<file path="src/hw/rtl/assert_macros.svh">
// assertion helpers shared by the rtl
`ifndef ASSERT_MACROS_SVH
`define ASSERT_MACROS_SVH

// property must hold at every rising clock edge outside reset
`define ASSERT_ALWAYS(label, clk, rst, prop) \
   label: assert property (@(posedge clk) disable iff (rst) (prop)) \
      else $error("assertion failed");

// consequent must hold whenever the antecedent holds
`define ASSERT_IMPLIES(label, clk, rst, ante, cons) \
   label: assert property (@(posedge clk) disable iff (rst) (ante) |-> (cons)) \
      else $error("assertion failed");

`endif

</file>
<file path="src/hw/rtl/cpv_pkg.sv">
// ----------------------------------------------------------------------------
// cpv_pkg
// shared constants, types and helpers for the consensus base vote block
// ----------------------------------------------------------------------------
`timescale 1ns / 1ps
`default_nettype none

package cpv_pkg;

   localparam int MAX_READS   = 256;
   localparam int CNT_W       = $clog2(MAX_READS + 1);
   localparam int SCORE_SCALE = 10;
   localparam int SCORE_W     = $clog2(SCORE_SCALE + 1);
   localparam int STEP_W      = (SCORE_W > 1) ? $clog2(SCORE_W) : 1;
   localparam int DIV_W       = CNT_W + SCORE_W;
   localparam int NUM_BASES   = 4;
   localparam int BASE_W      = 2;
   localparam int SYM_W       = 8;
   localparam int QPTR_W      = 2;
   localparam int QUEUE_DEPTH = 2 ** QPTR_W;
   localparam int QCNT_W      = QPTR_W + 1;

   localparam logic [SYM_W-1:0] SYM_A   = 8'd65;
   localparam logic [SYM_W-1:0] SYM_C   = 8'd67;
   localparam logic [SYM_W-1:0] SYM_G   = 8'd71;
   localparam logic [SYM_W-1:0] SYM_T   = 8'd84;
   localparam logic [SYM_W-1:0] SYM_GAP = 8'd45;

   // one finished column as handed from the counting side to the scoring side
   typedef struct packed {
      logic                                cluster_end;
      logic [CNT_W-1:0]                    non_gap;
      logic [NUM_BASES-1:0][CNT_W-1:0]     counts;
   } col_rec_type;

   typedef enum logic [1:0] {
      BK_IDLE,
      BK_DIVIDE,
      BK_DONE
   } back_state_type;

   function automatic logic [SYM_W-1:0] base_sym(input logic [BASE_W-1:0] idx);
      logic [SYM_W-1:0] s;
      case (idx)
         2'd0:    s = SYM_A;
         2'd1:    s = SYM_C;
         2'd2:    s = SYM_G;
         default: s = SYM_T;
      endcase
      return s;
   endfunction

   function automatic logic [DIV_W-1:0] scale_count(input logic [CNT_W-1:0] c);
      logic [DIV_W-1:0] r;
      r = DIV_W'(c) * DIV_W'(SCORE_SCALE);
      return r;
   endfunction

endpackage

`default_nettype wire

</file>
<file path="src/hw/rtl/pileup_consensus_base_vote.sv">
// path: after its last item is accepted, a column's record goes through the queue,
//   the idle, divide and done states and the output register (all-gap: no divide)
// throughput: read symbols are taken one per cycle while the 4-entry column queue
//   has room; the back end scores one column at a time on one shared
//   4-step restoring divider (4 bases x 4 quotient bits)
// reset: synchronous, clears counters, queue and output register
// ----------------------------------------------------------------------------
// pileup_consensus_base_vote
// per-column base vote over a read pileup, counting front end and scoring back end
// ----------------------------------------------------------------------------
`timescale 1ns / 1ps
`default_nettype none

module pileup_consensus_base_vote (
   input  wire logic                       clock,
   input  wire logic                       reset,
   input  wire logic                       req_tvalid,
   output logic                            req_tready,
   input  wire logic [7:0]                 req_tdata,  // [7:0] base_symbol
   input  wire logic                       req_tlast,  // column_end
   input  wire logic                       req_tuser,  // [0] cluster_end
   output logic                            rsp_tvalid,
   input  wire logic                       rsp_tready,
   output logic [7:0]                      rsp_tdata,  // [7:0] consensus_symbol
   output logic                            rsp_tlast,  // last_of_cluster
   output logic                            rsp_tuser   // [0] column_has_bases
);

   logic                   q_full;
   logic                   q_push;
   logic                   q_pop;
   logic                   q_valid;
   cpv_pkg::col_rec_type   push_rec;
   cpv_pkg::col_rec_type   pop_rec;

   cpv_front u_front (
      .clock      (clock),
      .reset      (reset),
      .req_tvalid (req_tvalid),
      .req_tready (req_tready),
      .req_tdata  (req_tdata),
      .req_tlast  (req_tlast),
      .req_tuser  (req_tuser),
      .q_full     (q_full),
      .q_push     (q_push),
      .q_rec      (push_rec)
   );

   cpv_queue u_queue (
      .clock    (clock),
      .reset    (reset),
      .push     (q_push),
      .push_rec (push_rec),
      .full     (q_full),
      .pop      (q_pop),
      .valid    (q_valid),
      .pop_rec  (pop_rec)
   );

   cpv_back u_back (
      .clock      (clock),
      .reset      (reset),
      .q_valid    (q_valid),
      .q_rec      (pop_rec),
      .q_pop      (q_pop),
      .rsp_tvalid (rsp_tvalid),
      .rsp_tready (rsp_tready),
      .rsp_tdata  (rsp_tdata),
      .rsp_tlast  (rsp_tlast),
      .rsp_tuser  (rsp_tuser)
   );

endmodule

`default_nettype wire

</file>
<file path="src/hw/rtl/cpv_front.sv">
// ----------------------------------------------------------------------------
// cpv_front
// counts bases and non-gap symbols per column, emits a record at column end
// ----------------------------------------------------------------------------
`timescale 1ns / 1ps
`default_nettype none

`include "assert_macros.svh"

module cpv_front (
   input  wire logic                            clock,
   input  wire logic                            reset,
   input  wire logic                            req_tvalid,
   output logic                                 req_tready,
   input  wire logic [cpv_pkg::SYM_W-1:0]       req_tdata,
   input  wire logic                            req_tlast,
   input  wire logic                            req_tuser,
   input  wire logic                            q_full,
   output logic                                 q_push,
   output cpv_pkg::col_rec_type                 q_rec
);

   logic [cpv_pkg::NUM_BASES-1:0][cpv_pkg::CNT_W-1:0] cnt_ff, cnt_in;
   logic [cpv_pkg::CNT_W-1:0]                         non_gap_ff, non_gap_in;
   logic [cpv_pkg::NUM_BASES-1:0][cpv_pkg::CNT_W-1:0] cnt_next;
   logic [cpv_pkg::CNT_W-1:0]                         non_gap_next;
   logic                                              accept;

   function automatic logic [cpv_pkg::CNT_W-1:0] sat_inc(
      input logic [cpv_pkg::CNT_W-1:0] v,
      input logic                      hit
   );
      logic [cpv_pkg::CNT_W-1:0] r;
      if (hit && (v < cpv_pkg::CNT_W'(cpv_pkg::MAX_READS))) begin
         r = v + cpv_pkg::CNT_W'(1);
      end else begin
         r = v;
      end
      return r;
   endfunction

   assign req_tready = !q_full;
   assign accept     = req_tvalid && req_tready;

   always_comb begin
      for (int b = 0; b < cpv_pkg::NUM_BASES; b++) begin
         cnt_next[b] = sat_inc(cnt_ff[b],
                               req_tdata == cpv_pkg::base_sym(cpv_pkg::BASE_W'(b)));
      end
      non_gap_next = sat_inc(non_gap_ff, req_tdata != cpv_pkg::SYM_GAP);
   end

   always_comb begin
      cnt_in     = cnt_ff;
      non_gap_in = non_gap_ff;
      if (accept) begin
         if (req_tlast) begin
            cnt_in     = '0;
            non_gap_in = '0;
         end else begin
            cnt_in     = cnt_next;
            non_gap_in = non_gap_next;
         end
      end
   end

   // the column's last item is counted into the record it closes
   assign q_push              = accept && req_tlast;
   assign q_rec.cluster_end   = req_tuser;
   assign q_rec.non_gap       = non_gap_next;
   assign q_rec.counts        = cnt_next;

   always_ff @(posedge clock) begin
      if (reset) begin
         cnt_ff     <= '0;
         non_gap_ff <= '0;
      end else begin
         cnt_ff     <= cnt_in;
         non_gap_ff <= non_gap_in;
      end
   end

   `ASSERT_ALWAYS(a_front_sat, clock, reset,
      non_gap_ff <= cpv_pkg::CNT_W'(cpv_pkg::MAX_READS))
   `ASSERT_IMPLIES(a_front_base_le_total, clock, reset, 1'b1,
      (cnt_ff[0] <= non_gap_ff) && (cnt_ff[1] <= non_gap_ff) &&
      (cnt_ff[2] <= non_gap_ff) && (cnt_ff[3] <= non_gap_ff))

endmodule

`default_nettype wire

</file>
<file path="src/hw/rtl/cpv_queue.sv">
// ----------------------------------------------------------------------------
// cpv_queue
// short first-in first-out queue of column records between front and back
// ----------------------------------------------------------------------------
`timescale 1ns / 1ps
`default_nettype none

`include "assert_macros.svh"

module cpv_queue (
   input  wire logic                 clock,
   input  wire logic                 reset,
   input  wire logic                 push,
   input  wire cpv_pkg::col_rec_type push_rec,
   output logic                      full,
   input  wire logic                 pop,
   output logic                      valid,
   output cpv_pkg::col_rec_type      pop_rec
);

   cpv_pkg::col_rec_type             entry_ff [cpv_pkg::QUEUE_DEPTH];
   logic [cpv_pkg::QPTR_W-1:0]       wr_ptr_ff, wr_ptr_in;
   logic [cpv_pkg::QPTR_W-1:0]       rd_ptr_ff, rd_ptr_in;
   logic [cpv_pkg::QCNT_W-1:0]       count_ff, count_in;
   logic                             do_push, do_pop;

   assign full    = (count_ff == cpv_pkg::QCNT_W'(cpv_pkg::QUEUE_DEPTH));
   assign valid   = (count_ff != '0);
   assign pop_rec = entry_ff[rd_ptr_ff];
   assign do_push = push && !full;
   assign do_pop  = pop && valid;

   always_comb begin
      wr_ptr_in = do_push ? wr_ptr_ff + cpv_pkg::QPTR_W'(1) : wr_ptr_ff;
      rd_ptr_in = do_pop  ? rd_ptr_ff + cpv_pkg::QPTR_W'(1) : rd_ptr_ff;
      count_in  = count_ff;
      if (do_push && !do_pop) begin
         count_in = count_ff + cpv_pkg::QCNT_W'(1);
      end else if (do_pop && !do_push) begin
         count_in = count_ff - cpv_pkg::QCNT_W'(1);
      end
   end

   always_ff @(posedge clock) begin
      if (do_push) begin
         entry_ff[wr_ptr_ff] <= push_rec;
      end
   end

   always_ff @(posedge clock) begin
      if (reset) begin
         wr_ptr_ff <= '0;
         rd_ptr_ff <= '0;
         count_ff  <= '0;
      end else begin
         wr_ptr_ff <= wr_ptr_in;
         rd_ptr_ff <= rd_ptr_in;
         count_ff  <= count_in;
      end
   end

   `ASSERT_ALWAYS(a_queue_count_bound, clock, reset,
      count_ff <= cpv_pkg::QCNT_W'(cpv_pkg::QUEUE_DEPTH))
   `ASSERT_IMPLIES(a_queue_ptr_gap, clock, reset, (count_ff != '0) && !full,
      wr_ptr_ff != rd_ptr_ff)

endmodule

`default_nettype wire

</file>
<file path="src/hw/rtl/cpv_back.sv">
// ----------------------------------------------------------------------------
// cpv_back
// scores a column's four bases on a shared restoring divider, picks one or gap
// ----------------------------------------------------------------------------
`timescale 1ns / 1ps
`default_nettype none

`include "assert_macros.svh"

module cpv_back (
   input  wire logic                            clock,
   input  wire logic                            reset,
   input  wire logic                            q_valid,
   input  wire cpv_pkg::col_rec_type            q_rec,
   output logic                                 q_pop,
   output logic                                 rsp_tvalid,
   input  wire logic                            rsp_tready,
   output logic [cpv_pkg::SYM_W-1:0]            rsp_tdata,
   output logic                                 rsp_tlast,
   output logic                                 rsp_tuser
);

   cpv_pkg::back_state_type            state_ff, state_in;
   cpv_pkg::col_rec_type               rec_ff, rec_in;
   logic [cpv_pkg::BASE_W-1:0]         base_ff, base_in;
   logic [cpv_pkg::STEP_W-1:0]         step_ff, step_in;
   logic [cpv_pkg::DIV_W-1:0]          rem_ff, rem_in;
   logic [cpv_pkg::SCORE_W-1:0]        quo_ff, quo_in;
   logic [cpv_pkg::SCORE_W-1:0]        best_ff, best_in;
   logic [cpv_pkg::SYM_W-1:0]          pick_ff, pick_in;
   logic                               out_valid_ff, out_valid_in;
   logic [cpv_pkg::SYM_W-1:0]          out_sym_ff, out_sym_in;
   logic                               out_has_ff, out_has_in;
   logic                               out_last_ff, out_last_in;

   logic [cpv_pkg::DIV_W-1:0]          div_shift;
   logic                               div_ge;
   logic [cpv_pkg::SCORE_W-1:0]        score;
   logic                               out_free;
   logic                               last_step;
   logic                               last_base;

   assign div_shift = cpv_pkg::DIV_W'(rec_ff.non_gap) << step_ff;
   assign div_ge    = (rem_ff >= div_shift);
   assign score     = {quo_ff[cpv_pkg::SCORE_W-2:0], div_ge};
   assign out_free  = !out_valid_ff || rsp_tready;
   assign last_step = (step_ff == '0);
   assign last_base = (base_ff == cpv_pkg::BASE_W'(cpv_pkg::NUM_BASES - 1));

   // next state
   always_comb begin
      state_in = state_ff;
      case (state_ff)
         cpv_pkg::BK_IDLE: begin
            if (q_valid) begin
               state_in = (q_rec.non_gap == '0) ? cpv_pkg::BK_DONE : cpv_pkg::BK_DIVIDE;
            end
         end
         cpv_pkg::BK_DIVIDE: begin
            if (last_step && last_base) begin
               state_in = cpv_pkg::BK_DONE;
            end
         end
         cpv_pkg::BK_DONE: begin
            if (out_free) begin
               state_in = cpv_pkg::BK_IDLE;
            end
         end
         default: state_in = cpv_pkg::BK_IDLE;
      endcase
   end

   // datapath and outputs
   always_comb begin
      q_pop        = 1'b0;
      rec_in       = rec_ff;
      base_in      = base_ff;
      step_in      = step_ff;
      rem_in       = rem_ff;
      quo_in       = quo_ff;
      best_in      = best_ff;
      pick_in      = pick_ff;
      out_valid_in = out_valid_ff && !rsp_tready;
      out_sym_in   = out_sym_ff;
      out_has_in   = out_has_ff;
      out_last_in  = out_last_ff;
      case (state_ff)
         cpv_pkg::BK_IDLE: begin
            if (q_valid) begin
               q_pop   = 1'b1;
               rec_in  = q_rec;
               base_in = '0;
               step_in = cpv_pkg::STEP_W'(cpv_pkg::SCORE_W - 1);
               rem_in  = cpv_pkg::scale_count(q_rec.counts[0]);
               quo_in  = '0;
               best_in = '0;
               pick_in = cpv_pkg::SYM_GAP;
            end
         end
         cpv_pkg::BK_DIVIDE: begin
            rem_in = div_ge ? rem_ff - div_shift : rem_ff;
            quo_in = score;
            if (last_step) begin
               // strictly higher wins, so the earliest base keeps a tie
               if (score > best_ff) begin
                  best_in = score;
                  pick_in = cpv_pkg::base_sym(base_ff);
               end
               if (!last_base) begin
                  base_in = base_ff + cpv_pkg::BASE_W'(1);
                  step_in = cpv_pkg::STEP_W'(cpv_pkg::SCORE_W - 1);
                  rem_in  = cpv_pkg::scale_count(
                               rec_ff.counts[base_ff + cpv_pkg::BASE_W'(1)]);
                  quo_in  = '0;
               end
            end else begin
               step_in = step_ff - cpv_pkg::STEP_W'(1);
            end
         end
         cpv_pkg::BK_DONE: begin
            if (out_free) begin
               out_valid_in = 1'b1;
               out_sym_in   = pick_ff;
               out_has_in   = (rec_ff.non_gap != '0);
               out_last_in  = rec_ff.cluster_end;
            end
         end
         default: begin
         end
      endcase
   end

   assign rsp_tvalid = out_valid_ff;
   assign rsp_tdata  = out_sym_ff;
   assign rsp_tuser  = out_has_ff;
   assign rsp_tlast  = out_last_ff;

   always_ff @(posedge clock) begin
      if (reset) begin
         state_ff     <= cpv_pkg::BK_IDLE;
         out_valid_ff <= 1'b0;
      end else begin
         state_ff     <= state_in;
         out_valid_ff <= out_valid_in;
      end
   end

   always_ff @(posedge clock) begin
      rec_ff      <= rec_in;
      base_ff     <= base_in;
      step_ff     <= step_in;
      rem_ff      <= rem_in;
      quo_ff      <= quo_in;
      best_ff     <= best_in;
      pick_ff     <= pick_in;
      out_sym_ff  <= out_sym_in;
      out_has_ff  <= out_has_in;
      out_last_ff <= out_last_in;
   end

   `ASSERT_IMPLIES(a_back_no_div_zero, clock, reset, state_ff == cpv_pkg::BK_DIVIDE,
      rec_ff.non_gap != '0)
   `ASSERT_IMPLIES(a_back_score_bound, clock, reset, state_ff == cpv_pkg::BK_DONE,
      best_ff <= cpv_pkg::SCORE_W'(cpv_pkg::SCORE_SCALE))

endmodule

`default_nettype wire

</file>
<file path="config.mk">
export PLATFORM = sky130hd
export DESIGN_NAME = pileup_consensus_base_vote
export DESIGN_NICKNAME = d
export VERILOG_FILES = /design/src/hw/rtl/cpv_pkg.sv /design/src/hw/rtl/pileup_consensus_base_vote.sv /design/src/hw/rtl/cpv_front.sv /design/src/hw/rtl/cpv_queue.sv /design/src/hw/rtl/cpv_back.sv
export VERILOG_INCLUDE_DIRS = /design/src /design/src/hw/rtl
export SDC_FILE = /design/constraint.sdc
export NUM_CORES = 1
export LEC_CHECK = 0
export BUFFER_PORTS_ARGS = -buffer_cell sky130_fd_sc_hd__buf_2
export CAP_MARGIN = 0
export CORE_MARGIN = 2
export CORE_UTILIZATION = 63
export CTS_CLUSTER_DIAMETER = 80
export DETAILED_ROUTE_END_ITERATION = 12
export GPL_TIMING_DRIVEN = 0
export HOLD_SLACK_MARGIN = 0.02
export PLACE_DENSITY = 0.8
export SLEW_MARGIN = 20
export SYNTH_ARGS = -nofsm -noshare
export SYNTH_HDL_FRONTEND = slang
export SYNTH_HIERARCHICAL = 1
export SYNTH_SLANG_ARGS = --single-unit
</file>
<file path="constraint.sdc">
create_clock -name clock -period 4.55 [get_ports clock]
set_input_delay 0.455 -clock clock [delete_from_list [all_inputs] [get_ports clock]]
set_output_delay 0.455 -clock clock [all_outputs]
set_load 0.03 [all_outputs]
</file>
* Word level (Yosys, flattened, before mapping) *
Memory sizes are Yosys's and may differ from the RTL's. A register that Yosys moved wholly into a read port is not among the register bits.
Index checks and enable logic that the tools add are counted.

storage, ports and cells
  register bits after elaboration = 143
  RAM bits = 184
  bits of input ports = 14
  output and inout port bits = 12
  logic and storage cells = 150
  memories = 1

memories
  memory            words  width  rd ports  clocked after Yosys merged registers in  write ports  RTL line         source
  u_queue.entry_ff  4      46     1         1                                        1            cpv_queue.sv:21  cpv_pkg::col_rec_type entry_ff [cpv_pkg::QUEUE_DEPTH];

operators by class
  $add $sub $neg = 12
  multiply operators = 2
  order comparisons = 8
  equal/unequal tests = 18
  shift-type cells = 1
  multiplexer cells = 49
  reductions and logical operators = 34

operators with widths
  kind                    number
  $mux W9                 7
  $mux W13                4
  $add A9 B1 Y9 const B   5
  $lt A9 B9 Y1 const B    5
  $mux W36                1
  $eq A8 B7 Y1 const B    4
  $pmux W13 S2            1
  $mul A9 B3 Y12 const B  2
  $mux W2                 12
  $mux W8                 3
  $bmux W9 S2             1
  $pmux W8 S2             1
  $pmux W5 S3             1
  $ge A13 B13 Y1          1
  $logic_and A1 B1 Y1     13
  $shl A9 B2 Y13          1
  $sub A13 B13 Y13        1
  $mux W3                 4
  $mux W4                 3
  $logic_not A9 Y1        1
  $reduce_bool A9 Y1      1
  $ne A2 B1 Y1 const B    4
  $ne A8 B6 Y1 const B    1
  $pmux W2 S2             2
  23 further kinds        45

* Longest topological paths before layout *
Gate-level depths: netlist (run 1).

  word-level depth = 9
  depth in mapped cells = 19
  mapped depth without buffers = 17

* Hierarchy *
Netlist (run 1), hierarchy kept.

modules (own cells, without submodules)
  module     times used  cells each  area an instance (um^2)
  cpv_queue  1           288         7169.4
  cpv_back   1           431         5173.7
  cpv_front  1           410         3223.1

* Worst setup path after synthesis (run 1) *
Ideal clock, no wire load.

  kind = flip-flop to flip-flop
  start point = register u_back/step_ff[1] (netlist name)
  end point = register u_back/best_ff[0] (netlist name) (enable)
  library setup time = 0.380 ns
  data arrival time = 3.725 ns
  data required time = 4.170 ns
  slack = 0.445 ns
  cell stages (with the launch flop) = 18
  period minus slack after synthesis = 4.105 ns
  path through = edfxtp_1 -> clkbuf_1 -> clkbuf_1 -> and3_1 -> a21oi_1 -> ha_1 -> nand3_2 -> or4_4 -> o311a_2 -> o41ai_1 -> inv_2 -> ha_1 -> nor2b_1 -> o21ai_0 -> nand2b_1 -> a21oi_1 -> a41o_1 -> a21oi_1

between the ends
  cells in the longest elaborated chain, start to end = 5

RTL lines
  element                               RTL line         source
  from (decl)                           cpv_back.sv:26   logic [cpv_pkg::STEP_W-1:0] step_ff, step_in;
  from (signal assigned)                cpv_back.sv:151  step_ff <= step_in;
  $shl A9 B2 Y13                        cpv_back.sv:43   assign div_shift = cpv_pkg::DIV_W'(rec_ff.non_gap) << step_ff;
  $ge A13 B13 Y1                        cpv_back.sv:44   assign div_ge = (rem_ff >= div_shift);
  $gt A4 B4 Y1                          cpv_back.sv:105  if (score > best_ff) begin
  $ne A2 B1 Y1 (no source line)         --
  $reduce_and A4 Y1 (no source line) *  --
  to (signal assigned)                  cpv_back.sv:154  best_ff <= best_in;
  to (decl)                             cpv_back.sv:29   logic [cpv_pkg::SCORE_W-1:0] best_ff, best_in;

Every way passes the cells marked *; elsewhere a longest branch is shown, timed or not.
A chain may end at the register's enable or synchronous reset.

* Worst setup path after layout (run 1) *
  start point = register u_back/base_ff[0] (netlist name)
  end point = register u_back/rem_ff[10] (netlist name), data pin

between the ends
  cells in the longest elaborated chain, start to end = 7

RTL lines
  element                            RTL line         source
  from (decl)                        cpv_back.sv:25   logic [cpv_pkg::BASE_W-1:0] base_ff, base_in;
  from (signal assigned)             cpv_back.sv:150  base_ff <= base_in;
  $add A2 B1 Y2                      cpv_back.sv:113  rec_ff.counts[base_ff + cpv_pkg::BASE_W'(1)]);
  $bmux W9 S2                        cpv_back.sv:113
  $mux W9 (implied by the code)      cpv_back.sv:113
  $mul A9 B3 Y12                     cpv_pkg.sv:55    r = DIV_W'(c) * DIV_W'(SCORE_SCALE);
  $mux W13 *                         cpv_back.sv:109  if (!last_base) begin
  $mux W13 *                         cpv_back.sv:103  if (last_step) begin
  $pmux W13 S2 *                     cpv_back.sv:87   case (state_ff)
  named net u_back.rem_in (one bit)  cpv_back.sv:27   logic [cpv_pkg::DIV_W-1:0] rem_ff, rem_in;
  to (signal assigned)               cpv_back.sv:152  rem_ff <= rem_in;
  to (decl)                          cpv_back.sv:27

Mark *: on every way through the listed nets, which the timed path passes. The rest lies on a longest branch. The select of a mux whose other input is x is not followed.

==> results_dict.tcl, run 1 <==
set metrics [dict create \
    status "complete, no violations" \
    ir_worst_vdd_mv 0.4896 \
    hp-class "input port to register" \
    drt-pass1-iter-count 5 \
    worstPathCellList "clkdlybuf4s15_2 > inv_1 > ha_2 > mux4_2 > ha_1 > ha_1 > fa_1 > a211oi_1 > o21ai_0 > a21oi_1 > xnor2_1 > a22oi_1 > o21ai_0" \
    path_max_fanout 10 \
    timing.final.max_slew_violations 0 \
    fmax_mhz 232.5 \
    cp.required_ns 4.84 \
    netlist_area_sq_mm 0.01557 \
    gp_routability_congestion 0.9468 \
    min_period_ns 4.301 \
    io_buffers 22 \
    cts.reportedPaths.clkPinSlew_ns 0.06 \
    syn2layout_area_growth_pct 10.40 \
    p_per_area_mw_per_mm2 662.2 \
    drive_gt1_share_pct 15.14 \
    setup_viol 0 \
    worst_setup_path_end_kind "register" \
    async_flop_share_pct 0 \
    r2r_setup_slack_ns 0.25 \
    fin_util_pct 70.66 \
    yosysTopAreaCell "edfxtp_1" \
    crit_start "u_back/base_ff[0]$_SDFFCE_PN0P_" \
    regArea_sq_mm 0.009189 \
    ios 26 \
    vias_per_cell 6.587 \
    initial_utilization_pct 64.01 \
    drc 0 \
    worst-path-stages 13 \
    dpl.hpwl_um 23950 \
    setup_slack_ns 0.2493 \
    cts_buffers 31 \
    r2r-start "u_back/base_ff[0]$_SDFFCE_PN0P_" \
    fin_crit_sh_pct 94.52 \
    ctsHoldBuffers 0 \
    rr_worst_depth 13 \
    critPathSlowestCell "ha_2" \
    worst-path-buf-inv 2 \
    ys_warn_count 6 \
    grt_overflow 0 \
    grt_antenna_before_repair 0 \
    rows 57 \
    nNetsFinal 1260 \
    skew_ns 0.02290 \
    grt_usage_pct 28.31 \
    multiInputGateArea_sq_mm 0.005979 \
    seq_area_frac_synth_pct 59.03 \
    cp.arrival_ns 4.59 \
    vias 10098 \
    synth_cell_types 91 \
    grt_pass1_wl_um 56370 \
    rsz0062_at_grt "false" \
    clock-sinks 325 \
    ctsResizeCount 4 \
    cts_max_path_buffers 3 \
    reg2reg_to "u_back/rem_ff[10]$_DFFE_PP_" \
    holdWs_ns 0.1191 \
    first_global_vias 9735 \
    wl_per_cell_um 23.57 \
    synth_edf_count 268 \
    use_met1_pct 38.14 \
    die_h_um 161.2 \
    postCtsSetupBuffers 0 \
    cts_tree "done" \
    worst_slew_pin_slew_ns 0.9989 \
    drt_iter0_markers 1055 \
    leakagePower_nw 6.177 \
    nFillCells 1558 \
    crit_end "u_back/rem_ff[10]$_DFFE_PP_" \
    avgSynthCellArea_sq_um 13.79 \
    ys_ff_latch 325 \
    syn_nets 1204 \
    die_w_um 161.2 \
    criticalPathCategory "register to register" \
    busiest_layer "met2" \
    htree_levels 1 \
    ant_nets 0 \
    grt_max_degree 47 \
    grt.met3_usage_pct 3.184 \
    antenna_cells 0 \
    setup_tns_ns 0 \
    synth.area.top_cells "edfxtp_1, dfxtp_1, mux4_2" \
    grt_use_met2_pct 48.69 \
    drt_wl_total_um 36140 \
    die-area_sq_mm 0.02598 \
    path_delay_family "adder cells" \
    clk_latency_ns 0.56 \
    synth_top_cell_area_share_pct 51.70 \
    startpoint_type "register" \
    syn_inst 1129 \
    coreArea_sq_mm 0.02432 \
    synth_ff_type "edfxtp_1" \
    pre_cts_slack_ns -0.2882 \
    slowest_delay_ns 0.54 \
    root_buffer "clkbuf_16" \
    max_cap_violations 0 \
    final_hold_viol_count 0 \
    slew_headroom_pct 33.16 \
]
==> cells in the mapped netlist, drive strengths merged (5+ instances only) <==
master,number
nor3,12
nor2b,18
nor2,72
o21bai,5
nand3b,6
mux2i,25
and4,5
a21oi,56
nor3b,6
xor2,29
edfxtp,268
ha,57
or3,8
o21ai,39
nor4,8
and3,14
or4,7
or3b,5
inv,32
buf,22
a41oi,8
o211ai,5
mux2,7
and2,16
xnor2,27
mux4,56
a31oi,11
clkbuf,29
nand3,27
nand4,17
nand2b,15
dfxtp,57
nand2,67
a22oi,5
a211oi,14
==> per-layer routing <==
layer / part of all wire (%) / vias to the layer above
met1: 39 / 4965
met4: 3.4 / 0
met2: 50 / 527
li1: - / 4513
met3: 7.6 / 93
met5: 0 / -
==> power by group <==
part           internal (W)  leakage [nW]  switching (W)
logic               0.00192          2.66        0.00281
registers           0.00385          3.02       0.000224
clock network       0.00151         0.499        0.00108
total               0.00727          6.18        0.00411
==> state kept, by name, summed over array words and instances, names as in the netlist, named ones only <==
name and cells:
u_back/state_ff 2, u_back/rsp_tvalid 1, u_front/cnt_ff 36, u_back/rem_ff 13, u_back/best_ff 4, u_front/non_gap_ff 9
u_back/rsp_tdata 6, u_queue/count_ff 3, u_back/pick_ff 6, u_back/step_ff 2, u_queue/rd_ptr_ff 2, u_back/rsp_tlast 1
u_back/rsp_tuser 1, u_back/base_ff 2, u_back/quo_ff 3, u_queue/wr_ptr_ff 2, u_back/rec_ff 46, u_queue/entry_ff 184
==> worst register-to-register path: stages (launching register included) <==
cell	delay, ns
edfxtp_1	0.48
clkdlybuf4s15_2	0.52
inv_1	0.11
ha_2	0.54
mux4_2	0.41
ha_1	0.33
ha_1	0.22
fa_1	0.43
a211oi_1	0.21
o21ai_0	0.13
a21oi_1	0.25
xnor2_1	0.13
a22oi_1	0.17
o21ai_0	0.10
==> how the worst min path moves through the flow <==
stage	startpoint	endpoint	slack, ns	depth (start not counted)
5_1_grt	req_tuser	u_queue/entry_ff[2][45]$_DFFE_PP_	0.11	1
3_3_place_gp	u_back/pick_ff[0]$_SDFFCE_PN1P_	u_back/rsp_tdata[0]$_DFFE_PP_	0.40	0
6_report	req_tuser	u_queue/entry_ff[2][45]$_DFFE_PP_	0.12	1
4_1_cts	req_tuser	u_queue/entry_ff[2][45]$_DFFE_PP_	0.10	1
2_1_floorplan	u_back/pick_ff[0]$_SDFFCE_PN1P_	u_back/rsp_tdata[0]$_DFFE_PP_	0.40	0
3_5_place_dp	u_back/pick_ff[4]$_SDFFCE_PN0P_	u_back/rsp_tdata[4]$_DFFE_PP_	0.40	0
==> through the flow <==
step,total power (W),cell area [sq um],std cells
final,0.01138,17190,1533
after global routing,0.01199,17190,1533
after CTS,0.01135,17170,1533
after detailed placement,0.008706,16120,1477
after global placement,0.008498,16080,1475
after floorplan,0.007471,15570,1129
==> cells in the final DEF (no fill, tap or decap), types with 6 or more instances in the layout <==
cell type	instances
clkbuf_16	31
mux2_2	6
inv_1	30
clkinv_1	9
nor4_1	7
or3_1	8
mux2i_1	25
nand2b_1	15
a31oi_1	11
and3_1	13
nand4_1	17
a211oi_1	14
o21ai_0	38
and2_1	11
or4_1	6
ha_1	56
nand3b_1	6
nor2b_1	18
xor2_1	29
xnor2_1	27
nand3_1	26
clkbuf_1	27
buf_2	30
nand2_1	67
dfxtp_1	57
a21oi_1	55
mux4_1	6
edfxtp_1	268
a41oi_1	8
mux4_2	50
nor2_1	72
nor3_1	12
==> final cells by class <==
class	count	share of cell area [%]
sequential	325	53.47
multi-input combinational	720	34.79
clock buffer	36	4.740
tap	324	2.359
buffer	50	1.886
clock inverter	21	1.245
timing repair buffer	24	0.7863
inverter	33	0.7208
==> kinds of logic after synthesis <==
family	synth area share (%)
fa+ha+maj	5.096
simple gates	11.33
flops	59.03
compound gates	8.151
other cells	0.02409
buf+inv	2.837
mux	10.38
xor+xnor	3.151
(Power assumes the default switching activity.)
==> run 2: changes to the inputs <==
--- a/config.mk
+++ b/config.mk
@@ -6,13 +6,14 @@
 export SDC_FILE = /design/constraint.sdc
 export NUM_CORES = 1
 export LEC_CHECK = 0
+export ABC_AREA = 1
 export BUFFER_PORTS_ARGS = -buffer_cell sky130_fd_sc_hd__buf_2
 export CAP_MARGIN = 0
 export CORE_MARGIN = 2
 export CORE_UTILIZATION = 63
 export CTS_CLUSTER_DIAMETER = 80
+export CTS_CLUSTER_SIZE = 12
 export DETAILED_ROUTE_END_ITERATION = 12
-export GPL_TIMING_DRIVEN = 0
 export HOLD_SLACK_MARGIN = 0.02
 export PLACE_DENSITY = 0.8
 export SLEW_MARGIN = 20
==> run 2 against run 1 <==
Effect of this change:
- combinational power is 16% higher
- fmax is 16% higher
- clock-buffer cell count is 19 higher
- largest cell class unchanged
- highest routed layer unchanged
==> results_dict.tcl, run 2 <==
set metrics [dict create \
    avgSynthCellArea_sq_um 9.699 \
    ios 26 \
    rsz0062_at_grt "false" \
    syn_nets 1723 \
    setup_viol 0 \
    p_comb_share_pct 45.4 \
    initial_utilization_pct 63.84 \
    mostFrequentLayoutCell "nand2_1" \
    max_flop_register "u_queue/entry_ff" \
    slew_headroom_pct 49.22 \
    final_hold_viol_count 0 \
    p_per_area_mw_per_mm2 700.8 \
    die-area_sq_mm 0.02666 \
    netlist_area_sq_mm 0.01598 \
    status "complete, no violations" \
    rr_worst_depth 15 \
    io_buffers 24 \
    slowest_delay_ns 0.44 \
    reg_top3 "u_queue/entry_ff x184, u_back/rec_ff x46, u_front/cnt_ff x36" \
    drive_gt1_share_pct 8.763 \
    first_global_vias 11095 \
    drc 0 \
    cts_buffers 31 \
    drt_wl_total_um 34210 \
    fin_crit_sh_pct 81.41 \
    hp-class "input port to register" \
    vias 11539 \
    synth_cell_types 54 \
    antenna_cells 0 \
    startpoint_type "register" \
    leakagePower_nw 6.829 \
    cts_max_path_buffers 3 \
    grt_overflow 0 \
    max_cap_violations 0 \
    grt_pass1_wl_um 55870 \
    p_switching_w 0.004937 \
    synth_edf_count 268 \
    cts_tree "done" \
    fin_util_pct 68.95 \
    postCtsSetupBuffers 0 \
    critPathSlowestCell "fa_1" \
    synth_ff_type "edfxtp_1" \
    root_buffer "clkbuf_16" \
    sequentialPowerShare_pct 35.1 \
    nFillCells 1859 \
    min_period_ns 3.704 \
    worstPathCellList "inv_1 > ha_1 > inv_1 > o21ai_0 > o22ai_1 > ha_1 > ha_1 > fa_1 > nand3_1 > nand2_1 > xor2_1 > o21ai_0 > inv_1 > nand2_1 > nand2_1" \
    synth_top_cell_area_share_pct 50.35 \
    hold_depth 1 \
    gp_routability_congestion 0.8953 \
    cp.arrival_ns 3.99 \
    worst_setup_path_end_kind "register" \
    die_h_um 163.3 \
    path_max_fanout 20 \
    grt_usage_pct 26.49 \
    clk_latency_ns 0.56 \
    ys_top_cells_by_count "nand2_1, edfxtp_1, nor2_1" \
    ctsResizeCount 0 \
    ant_nets 0 \
    seq_area_frac_synth_pct 57.49 \
    async_flop_share_pct 0 \
    syn2layout_area_growth_pct 7.992 \
    skew_ns 0.02037 \
    vias_per_cell 5.715 \
    htree_levels 1 \
    setup_tns_ns 0 \
    criticalPathCategory "register to register" \
    nNetsFinal 1740 \
    timing.final.max_slew_violations 0 \
    rows 58 \
    synth.most_common_cell "nand2_1" \
    syn_inst 1648 \
    p_int_w 0.007159 \
    yosysTopAreaCell "edfxtp_1" \
    dpl.hpwl_um 23290 \
    fmax_mhz 270.0 \
    grt_max_degree 47 \
    ctsHoldBuffers 0 \
    clock-sinks 325 \
    synth.area.top_cells "edfxtp_1, nand2_1, dfxtp_1" \
    drt_iter0_markers 986 \
    ir_worst_vdd_mv 0.5377 \
    mostFrequentLayoutCells "nand2_1, edfxtp_1, nor2_1" \
    cts.reportedPaths.clkPinSlew_ns 0.07 \
    grt_antenna_before_repair 0 \
    p_clk_share_pct 19.5 \
    ys_ff_latch 325 \
    die_w_um 163.3 \
    largest_reg_flops 184 \
    coreArea_sq_mm 0.02504 \
    switching_share_pct 40.82 \
    cp.required_ns 4.83 \
    ys_warn_count 6 \
    wl_per_cell_um 16.94 \
    drt-pass1-iter-count 5 \
    worst_slew_pin_slew_ns 0.7599 \
]
[run 2: logic make-up (layout without fill, tap and decap cells)]
kind of cell	count (synthesis)	count (layout)	share of synthesized area [%]
AOI/OAI and AO/OA	293	293	10.34
xor gates and xnor gates	21	21	1.151
adders and majority gates	61	61	4.963
buffers and inverters	213	254	5.777
DFF	325	325	57.49
muxes	1	1	0.06262
other	1	1	0.02346
and+or+nand+nor	733	733	20.20
[run 2: final cells by class]
class	count	area [sq um]	area share, %
tap	330	412.9	2.392
sequential	325	9190	53.24
timing repair buffer	43	262.8	1.522
clock buffer	55	865.8	5.016
multi-input combinational	1110	5912	34.25
inverter	154	579.3	3.356
clock inverter	2	38.79	0.2247
[run 2: path summary, 6_finish.rpt]
kind / start / slack, ns / end
min: req_tuser / 0.11 / u_queue/entry_ff[3][45]$_DFFE_PP_
max reg2reg: u_back/base_ff[0]$_SDFFCE_PN0P_ / 0.85 / u_back/rem_ff[8]$_DFFE_PP_
max: u_back/base_ff[0]$_SDFFCE_PN0P_ / 0.85 / u_back/rem_ff[8]$_DFFE_PP_
min reg2reg: u_back/pick_ff[6]$_SDFFCE_PN0P_ / 0.42 / u_back/rsp_tdata[6]$_DFFE_PP_
[run 2: through the flow]
stage / hold slack, ns / power [W] / cells / worst slack (ns) / instance area, sq um
floorplan: 0.4003 / 0.008425 / 1648 / 0.4963 / 15980
global placement: 0.4062 / 0.009572 / 1962 / 1.001 / 16360
detailed placement: 0.4111 / 0.009700 / 1962 / 0.9552 / 16360
CTS: 0.09531 / 0.01208 / 2019 / 0.9307 / 17260
global route: 0.1014 / 0.01303 / 2019 / 0.4912 / 17260
finish: 0.1092 / 0.01210 / 2019 / 0.8459 / 17260
[run 2: critical path, delay by kind of cell (launching register included)]
kind | cells | cell delay, ns
XOR/XNOR | 1 | 0.14
AO/OA/AOI/OAI | 3 | 0.53
buffers and inverters | 3 | 0.70
AND/OR/NAND/NOR | 4 | 0.28
adder cells (fa/ha/maj) | 4 | 1.38
flip-flops | 1 | 0.41
[run 2: per-layer routing]
| metal | global-route usage [%] | wire length, um | vias to the layer above |
|---|---|---|---|
| li1 | - | - | 5678 |
| met1 | 36.67 | 14730 | 5387 |
| met2 | 44.30 | 16450 | 413 |
| met3 | 3.174 | 2166 | 61 |
| met4 | 7.965 | 869 | 0 |
| met5 | 0 | 0 | - |
[run 2: power by group through the flow]
stage / clock, W / combinational, W / sequential [W]
6_report: 0.00236 / 0.00549 / 0.00425
5_1_grt: 0.00250 / 0.00624 / 0.00428
4_1_cts: 0.00239 / 0.00545 / 0.00424
3_5_place_dp: 0 / 0.00541 / 0.00429
3_3_place_gp: 0 / 0.00529 / 0.00429
2_1_floorplan: 0 / 0.00421 / 0.00422
